**config.mk**
```make
export PLATFORM = sky130hd
export DESIGN_NAME = hci_packet_reassembler
export DESIGN_NICKNAME = d
export VERILOG_FILES = /design/src/design/hpr_pkg.sv /design/src/design/hci_packet_reassembler.sv /design/src/design/hpr_in_stage.sv /design/src/design/hpr_core.sv /design/src/design/hpr_out_stage.sv
export VERILOG_INCLUDE_DIRS = /design/src /design/src/design
export SDC_FILE = /design/constraint.sdc
export NUM_CORES = 1
export LEC_CHECK = 0
export BUFFER_PORTS_ARGS = -buffer_cell sky130_fd_sc_hd__buf_2
export CAP_MARGIN = 20
export CORE_MARGIN = 1
export CORE_UTILIZATION = 50
export DETAILED_ROUTE_END_ITERATION = 6
export GPL_TIMING_DRIVEN = 0
export PLACE_DENSITY = 0.69
export SLEW_MARGIN = 0
export SYNTH_ARGS = -nofsm -noshare
export SYNTH_HDL_FRONTEND = slang
export SYNTH_SLANG_ARGS = --single-unit
```
**constraint.sdc**
```tcl
create_clock -name clk -period 4.1 [get_ports clk]
set_input_delay 0.41 -clock clk [delete_from_list [all_inputs] [get_ports clk]]
set_output_delay 0.41 -clock clk [all_outputs]
set_load 0.05 [all_outputs]
```
**src/design/hci_packet_reassembler_macros.svh**
```systemverilog
// assertion macros for the hci packet reassembler
// used by the top level only, no other dependencies
`ifndef HCI_PACKET_REASSEMBLER_MACROS_SVH
`define HCI_PACKET_REASSEMBLER_MACROS_SVH
`ifndef SYNTHESIS
`define HPR_ASSERT_SAME(lbl, clk, rstn, ante, cons) \
	lbl: assert property (@(posedge clk) disable iff (!rstn) (ante) |-> (cons)) \
		else $error("hpr assertion failed");
`define HPR_ASSERT_NEXT(lbl, clk, rstn, ante, cons) \
	lbl: assert property (@(posedge clk) disable iff (!rstn) (ante) |=> (cons)) \
		else $error("hpr assertion failed");
`else
`define HPR_ASSERT_SAME(lbl, clk, rstn, ante, cons)
`define HPR_ASSERT_NEXT(lbl, clk, rstn, ante, cons)
`endif
`endif

```
**src/design/hpr_pkg.sv**
```systemverilog
// types and constants shared by the hci packet reassembler modules
// no dependencies
`default_nettype none
package hpr_pkg;

	localparam int unsigned BYTE_W  = 8;
	localparam int unsigned CHUNK_W = 11;
	localparam int unsigned LEN_W   = 16;
	localparam int unsigned HPOS_W  = 2;

	localparam logic CH_EVENT = 1'b0;
	localparam logic CH_ACL   = 1'b1;

	localparam logic [CHUNK_W-1:0] EVT_HDR_LEN = 11'd2;
	localparam logic [CHUNK_W-1:0] ACL_HDR_LEN = 11'd4;

	localparam logic [HPOS_W-1:0] HPOS_FIRST  = 2'd1;
	localparam logic [HPOS_W-1:0] HPOS_LEN_LO = 2'd2;
	localparam logic [HPOS_W-1:0] HPOS_LEN_HI = 2'd3;
	localparam logic [HPOS_W-1:0] HPOS_NONE   = 2'd0;

	typedef struct packed {
		logic [CHUNK_W-1:0] chunk_left;
		logic               req_type;
		logic [BYTE_W-1:0]  data_byte;
	} in_item_t;

	typedef struct packed {
		logic              framing_error;
		logic              last_of_packet;
		logic              first_of_packet;
		logic              out_kind;
		logic [BYTE_W-1:0] out_byte;
	} result_t;

endpackage
`default_nettype wire

```
**src/design/hci_packet_reassembler.sv**
```systemverilog
// top level of the hci packet reassembler: input register, framing core, result register
// depends on hpr_pkg, hpr_in_stage, hpr_core, hpr_out_stage and the macros header
//
// Reassembles HCI event and ACL packets from USB transfer bytes on two independent
// channels, passing every packet byte on with first and last marks, and giving one
// framing error item when a packet would start with fewer transfer bytes left than its
// header needs; the rest of that transfer is then dropped without results. One byte is
// taken every cycle while the result side keeps up; a byte goes from the input register
// through the per-channel state update to the result register, and its result is held
// there until the output side takes it. Dropped bytes give no result.
`default_nettype none
`include "hci_packet_reassembler_macros.svh"
module hci_packet_reassembler (
	input  wire         clk,
	input  wire         arst_n,
	input  wire         s_tvalid,
	output logic        s_tready,
	input  wire  [23:0] s_tdata,  // data_byte[7:0], chunk_left[18:8], zero pad
	input  wire         s_tuser,  // req_type
	output logic        m_tvalid,
	input  wire         m_tready,
	output logic [7:0]  m_tdata,  // out_byte
	output logic        m_tlast,
	output logic [2:0]  m_tuser   // out_kind, first_of_packet, framing_error
);

	hpr_pkg::in_item_t in_item;
	hpr_pkg::in_item_t item;
	hpr_pkg::result_t  res;
	hpr_pkg::result_t  out_res;
	logic              item_valid;
	logic              space;
	logic              take;
	logic              res_valid;

	assign in_item.data_byte  = s_tdata[7:0];
	assign in_item.chunk_left = s_tdata[18:8];
	assign in_item.req_type   = s_tuser;
	assign take = item_valid && space;

	hpr_in_stage u_in (
		.clk        (clk),
		.arst_n     (arst_n),
		.in_valid   (s_tvalid),
		.in_ready   (s_tready),
		.in_item    (in_item),
		.item_valid (item_valid),
		.item_take  (take),
		.item       (item)
	);

	hpr_core u_core (
		.clk       (clk),
		.arst_n    (arst_n),
		.take      (take),
		.item      (item),
		.res_valid (res_valid),
		.res       (res)
	);

	hpr_out_stage u_out (
		.clk       (clk),
		.arst_n    (arst_n),
		.take      (take),
		.res_valid (res_valid),
		.res       (res),
		.space     (space),
		.out_valid (m_tvalid),
		.out_ready (m_tready),
		.out_res   (out_res)
	);

	assign m_tdata = out_res.out_byte;
	assign m_tlast = out_res.last_of_packet;
	assign m_tuser = {out_res.framing_error, out_res.first_of_packet, out_res.out_kind};

	`HPR_ASSERT_SAME(a_err_clean, clk, arst_n, m_tvalid && m_tuser[2], m_tdata == 8'd0 && !m_tlast && !m_tuser[1])
	`HPR_ASSERT_SAME(a_first_not_last, clk, arst_n, m_tvalid && m_tuser[1], !m_tlast)
	`HPR_ASSERT_NEXT(a_result_lands, clk, arst_n, take && res_valid, m_tvalid)

endmodule
`default_nettype wire

```
**src/design/hpr_in_stage.sv**
```systemverilog
// input register of the hci packet reassembler
// depends on hpr_pkg
`default_nettype none
module hpr_in_stage (
	input  wire                 clk,
	input  wire                 arst_n,
	input  wire                 in_valid,
	output logic                in_ready,
	input  hpr_pkg::in_item_t   in_item,
	output logic                item_valid,
	input  wire                 item_take,
	output hpr_pkg::in_item_t   item
);

	logic              valid_s1;
	hpr_pkg::in_item_t item_s1;

	assign in_ready   = !valid_s1 || item_take;
	assign item_valid = valid_s1;
	assign item       = item_s1;

	always_ff @(posedge clk or negedge arst_n) begin
		if (!arst_n) begin
			valid_s1 <= 1'b0;
		end else if (in_ready) begin
			valid_s1 <= in_valid;
		end
	end

	always_ff @(posedge clk) begin
		if (in_ready && in_valid) begin
			item_s1 <= in_item;
		end
	end

endmodule
`default_nettype wire

```
**src/design/hpr_core.sv**
```systemverilog
// per channel framing state and decode of one byte
// depends on hpr_pkg
`default_nettype none
module hpr_core (
	input  wire                 clk,
	input  wire                 arst_n,
	input  wire                 take,
	input  hpr_pkg::in_item_t   item,
	output logic                res_valid,
	output hpr_pkg::result_t    res
);

	logic                             in_packet_q [2];
	logic [hpr_pkg::HPOS_W-1:0]       header_pos_q [2];
	logic [hpr_pkg::LEN_W-1:0]        bytes_rem_q [2];
	logic                             dropping_q [2];
	logic [hpr_pkg::BYTE_W-1:0]       len_low_q;

	logic                             ch;
	logic [hpr_pkg::CHUNK_W-1:0]      hdr_len;
	logic                             xfer_last;
	logic                             nxt_in;
	logic [hpr_pkg::HPOS_W-1:0]       nxt_pos;
	logic [hpr_pkg::LEN_W-1:0]        nxt_rem;
	logic                             nxt_drop;
	logic                             len_low_we;
	logic [hpr_pkg::LEN_W-1:0]        len;
	logic                             done;

	assign ch        = item.req_type;
	assign hdr_len   = (ch == hpr_pkg::CH_ACL) ? hpr_pkg::ACL_HDR_LEN : hpr_pkg::EVT_HDR_LEN;
	assign xfer_last = item.chunk_left <= 11'd1;

	always_comb begin
		nxt_in     = in_packet_q[ch];
		nxt_pos    = header_pos_q[ch];
		nxt_rem    = bytes_rem_q[ch];
		nxt_drop   = dropping_q[ch];
		len_low_we = 1'b0;
		len        = '0;
		done       = 1'b0;
		res_valid  = 1'b1;
		res        = '0;
		res.out_kind = ch;
		res.out_byte = item.data_byte;
		if (dropping_q[ch]) begin
			res_valid = 1'b0;
			if (xfer_last) begin
				nxt_drop = 1'b0;
			end
		end else if (!in_packet_q[ch]) begin
			if (item.chunk_left < hdr_len) begin
				nxt_drop          = !xfer_last;
				res.out_byte      = '0;
				res.framing_error = 1'b1;
			end else begin
				nxt_in              = 1'b1;
				nxt_pos             = hpr_pkg::HPOS_FIRST;
				nxt_rem             = '0;
				res.first_of_packet = 1'b1;
			end
		end else if (bytes_rem_q[ch] != '0) begin
			nxt_rem = bytes_rem_q[ch] - 16'd1;
			if (bytes_rem_q[ch] == 16'd1) begin
				nxt_in             = 1'b0;
				nxt_pos            = hpr_pkg::HPOS_NONE;
				res.last_of_packet = 1'b1;
			end
		end else begin
			if (ch == hpr_pkg::CH_EVENT) begin
				len  = {8'd0, item.data_byte};
				done = 1'b1;
			end else if (header_pos_q[ch] == hpr_pkg::HPOS_LEN_LO) begin
				len_low_we = 1'b1;
				nxt_pos    = hpr_pkg::HPOS_LEN_HI;
			end else if (header_pos_q[ch] == hpr_pkg::HPOS_LEN_HI) begin
				len  = {item.data_byte, len_low_q};
				done = 1'b1;
			end else begin
				nxt_pos = header_pos_q[ch] + 2'd1;
			end
			if (done) begin
				nxt_pos = hpr_pkg::HPOS_NONE;
				if (len == '0) begin
					nxt_in             = 1'b0;
					nxt_rem            = '0;
					res.last_of_packet = 1'b1;
				end else begin
					nxt_rem = len;
				end
			end
		end
	end

	always_ff @(posedge clk or negedge arst_n) begin
		if (!arst_n) begin
			for (int i = 0; i < 2; i++) begin
				in_packet_q[i]  <= 1'b0;
				header_pos_q[i] <= hpr_pkg::HPOS_NONE;
				bytes_rem_q[i]  <= '0;
				dropping_q[i]   <= 1'b0;
			end
		end else if (take) begin
			in_packet_q[ch]  <= nxt_in;
			header_pos_q[ch] <= nxt_pos;
			bytes_rem_q[ch]  <= nxt_rem;
			dropping_q[ch]   <= nxt_drop;
		end
	end

	always_ff @(posedge clk) begin
		if (take && len_low_we) begin
			len_low_q <= item.data_byte;
		end
	end

endmodule
`default_nettype wire

```
**src/design/hpr_out_stage.sv**
```systemverilog
// result register of the hci packet reassembler
// depends on hpr_pkg
`default_nettype none
module hpr_out_stage (
	input  wire                 clk,
	input  wire                 arst_n,
	input  wire                 take,
	input  wire                 res_valid,
	input  hpr_pkg::result_t    res,
	output logic                space,
	output logic                out_valid,
	input  wire                 out_ready,
	output hpr_pkg::result_t    out_res
);

	logic             valid_q;
	hpr_pkg::result_t res_q;

	assign space     = !valid_q || out_ready;
	assign out_valid = valid_q;
	assign out_res   = res_q;

	always_ff @(posedge clk or negedge arst_n) begin
		if (!arst_n) begin
			valid_q <= 1'b0;
		end else if (space) begin
			valid_q <= take && res_valid;
		end
	end

	always_ff @(posedge clk) begin
		if (take && res_valid) begin
			res_q <= res;
		end
	end

endmodule
`default_nettype wire

```
==> impl_metrics.toml <==
[clocking]
cts_tree = "done"
cts_htree_levels = 3
cts_resized = 0
hold_buf_cts = 0
clk_pin_slew_ns = 0.09
clk_latency_ns = 0.37
clock_path_buffers = 2
clock-sinks = 80
cts_root_buffer = "clkbuf_8"
number_of_buffers_created_by_cts = 9
post_cts_setup_bufs = 0

[worst_setup_path]
timing.critical_path.slowest_stage_cell = "edfxtp_1"
timing.critical_path.cells = "buf_6, buf_6, buf_2, clkbuf_4, clkbuf_2, mux2i_1, ha_1, o21a_1, and3_1, buf_4, buf_4, o221ai_1, nand3_1, a31oi_1"
r2r_setup_slack_ns = 0.23
worstRegToRegCells = 14
critical_path_end_type = "flop"
critical_path.startpoint_type = "flop"
worstReg2RegEnd = "u_core.bytes_rem_q[2]"
largest_delay_share_family_worst_path = "buffers and inverters"
critPathMaxStageDelay_ns = 0.50
r2r-start = "u_in.item[8]"
critical_path_required_ns = 4.31
critical_path_class = "flop to flop"
critPathMaxFanout = 10
critical_path_arrival_ns = 4.08
cp.buffers_inverters = 7

[synthesis]
ys.warnings.count = 0
synth_top_cells_by_area = "edfxtp_1 28%, dfrtp_1 25%, mux2i_1 4.3%"
postSynth.asyncResetShare_pct = 51.2
netlist_instances = 384
synth.most_common_cell = "nand2_1"
synth_cell_type_count = 64
synth_top_cell_area_share_pct = 28.1
postSynthAreaPerCell_sq_um = 10.8
synthTopCellsByCount = "48 x nand2_1, 41 x dfrtp_1, 39 x edfxtp_1"
main_flop_type_after_synthesis = "dfrtp_1"
synth-seq-cells = 80
mappedNetlistNets = 417
synth_area_leader_cell = "edfxtp_1"
synth_seq_area_share_pct = 52.8
mappedNetlistArea_sq_um = 4160
synth-edff-count = 39

[power_and_ir_drop]
total_power_mw = 2.62
ir_drop_uv = 262
power-per-cell-area_nw_per_um2 = 559
static-leakage-power_nw = 1.92

[timing]
clock-skew-final_ns = 0.0144
fin_ws_ns = 0.227
max_slew.worst_pin.slew_ns = 0.935
fin_hold_ws_ns = 0.164
hold_viol_final = 0
grt_setup_unrepaired = "no"
fmaxAchievable_mhz = 258
min_clock_period_post_route_ns = 3.87
fin_setup_tns_ns = 0
report.final.setup_viol = 0
timing.final.max_slew_violations = 0
worst_slew_margin_rel_pct = 37.6
post-route-period-util_pct = 94.5

[detailed_routing]
first_iter_violations = 349
average_detailed_routed_wire_length_per_instance_microns = 20.1
final_antenna_net_count = 0
post-route-drc-count = 0
drt_wl_total_microns = 10800
dr.pass1.iters = 7
drt-vias-per-instance = 6.28
vias = 3389

[layout]
instances_no_fill = 540
area_delta_synth_final_pct = 12.5
num_antenna_cells = 0
nets_finish = 466
fraction_of_final_layout_cells_with_drive_strength_greater_than_1_pct = 18.3

[place]
globalplace.congestion = 0.920
post-dp-hpwl_microns = 7780
io_buffers = 36
dp_worst_setup_slack_ns = 0.142
placed_cells_incl_taps = 522

[outcome]
outcome = "finished clean"

[floorplanning]
floorplan.io_pins = 43
initial_utilization_pct = 52.8
chipWidth_microns = 93.2
core-area_sq_um = 7890
die_area_sq_um = 8690
die_h_microns = 93.2
rows = 32

[global_route]
grt_start_max_net_pins = 42
global_route_wire_length_before_repair_microns = 17800
antenna_violations_before_repair = 0
grt_use_total_pct = 27.4
via_count_of_the_first_global_routing_pass = 3388
globalRoute.totalOverflow = 0

[flow_run]
max_cap_violations = 0

[min_path]
holdCritPathClass = "primary input to async pin"
[area by class of cell]
cell class / instances / area, sq um
clock inverters: 7 / 70.1
clock buffers: 9 / 124
inverters: 7 / 26.3
repair buffers: 38 / 196
fillers: 676 / 3200
plain buffers: 14 / 82.6
multi-input cells: 283 / 1860
well taps: 102 / 128
flip-flops and latches: 80 / 2200
[metal layers]
layer	up-vias	track usage [%]	wire (microns)
li1	1549	-	-
met1	1625	35.0	4640
met2	173	42.2	4880
met3	42	6.83	803
met4	0	16.0	515
met5	-	0	0
[power breakdown]
| part | switching [mW] | total [mW] | internal (mW) | leakage [nW] |
|---|---|---|---|---|
| Clock | 0.306 | 0.587 | 0.281 | 0.101 |
| Combinational | 0.522 | 0.872 | 0.350 | 0.917 |
| Sequential | 0.165 | 1.16 | 0.992 | 0.907 |
[cells in the final DEF, fill, tap and decap left out, types with 5 or more instances in the layout]
| master | synthesis | layout |
|---|---|---|
| nand2b_1 | 5 | 5 |
| and3_1 | 7 | 7 |
| nor3_1 | 8 | 8 |
| o31ai_1 | 5 | 5 |
| inv_1 | 6 | 6 |
| a31oi_1 | 7 | 7 |
| o21ai_0 | 22 | 22 |
| nand3_1 | 13 | 13 |
| dfrtp_1 | 41 | 41 |
| nor2_1 | 20 | 20 |
| mux2i_1 | 18 | 18 |
| or3_1 | 10 | 10 |
| or3b_1 | 5 | 5 |
| mux2_2 | 9 | 9 |
| a21oi_1 | 8 | 8 |
| clkbuf_8 | 0 | 9 |
| a22o_1 | 10 | 10 |
| and2_1 | 12 | 12 |
| edfxtp_1 | 39 | 39 |
| nor4_1 | 5 | 5 |
| buf_2 | 3 | 39 |
| clkbuf_1 | 5 | 5 |
| nand2_1 | 48 | 48 |
[worst register-to-register path, stage by stage, from the launching register on]
cell and delay (ns):
edfxtp_1 0.50, buf_6 0.18, buf_6 0.14, buf_2 0.30
clkbuf_4 0.32, clkbuf_2 0.28, mux2i_1 0.34, ha_1 0.37
o21a_1 0.22, and3_1 0.16, buf_4 0.17, buf_4 0.20
o221ai_1 0.22, nand3_1 0.19, a31oi_1 0.11
[kinds of logic (layout without fill, tap and decap cells)]
group / after synthesis / count (layout) / synth area share (%)
multiplexers: 27 / 27 / 6.76
flip-flops: 80 / 80 / 52.8
AND/OR/NAND/NOR: 154 / 154 / 19.4
AO/OA/AOI/OAI: 90 / 90 / 15.7
adder cells (fa/ha/maj): 4 / 4 / 1.20
buffers and inverters: 21 / 75 / 2.52
XOR/XNOR: 8 / 8 / 1.68
[flip-flops by register name, summed over array words and instances (netlist names)]
signal and flops:
u_core.header_pos_q 3, u_in.item_valid 1, u_core.dropping_q 2, u_core.len_low_q 8, u_out.out_valid 1, u_core.bytes_rem_q 32
u_in.item 19, u_out.out_res 12, u_core.in_packet_q 2
[worst max-delay path by stage]
stage | start | to | slack (ns) | cells after the start
after floorplan | u_in.item[8] | u_core.len_low_q[0] | 0.94 | 9
after global placement | u_in.item[8] | u_core.bytes_rem_q[18] | 0.22 | 14
after detailed placement | u_in.item[8] | u_core.len_low_q[2] | 0.14 | 9
after CTS | u_in.item[8] | u_core.len_low_q[7] | 0.07 | 9
after global routing | u_in.item[8] | u_core.bytes_rem_q[2] | 0.05 | 14
final | u_in.item[8] | u_core.bytes_rem_q[2] | 0.23 | 14
[per-stage QoR]
step	util (%)	instance area [sq um]
floorplan	-	4160
global placement	56.7	4470
detailed placement	56.7	4470
CTS	59.1	4660
global route	59.4	4680
finish	59.4	4680
(Power assumes the default switching activity.)
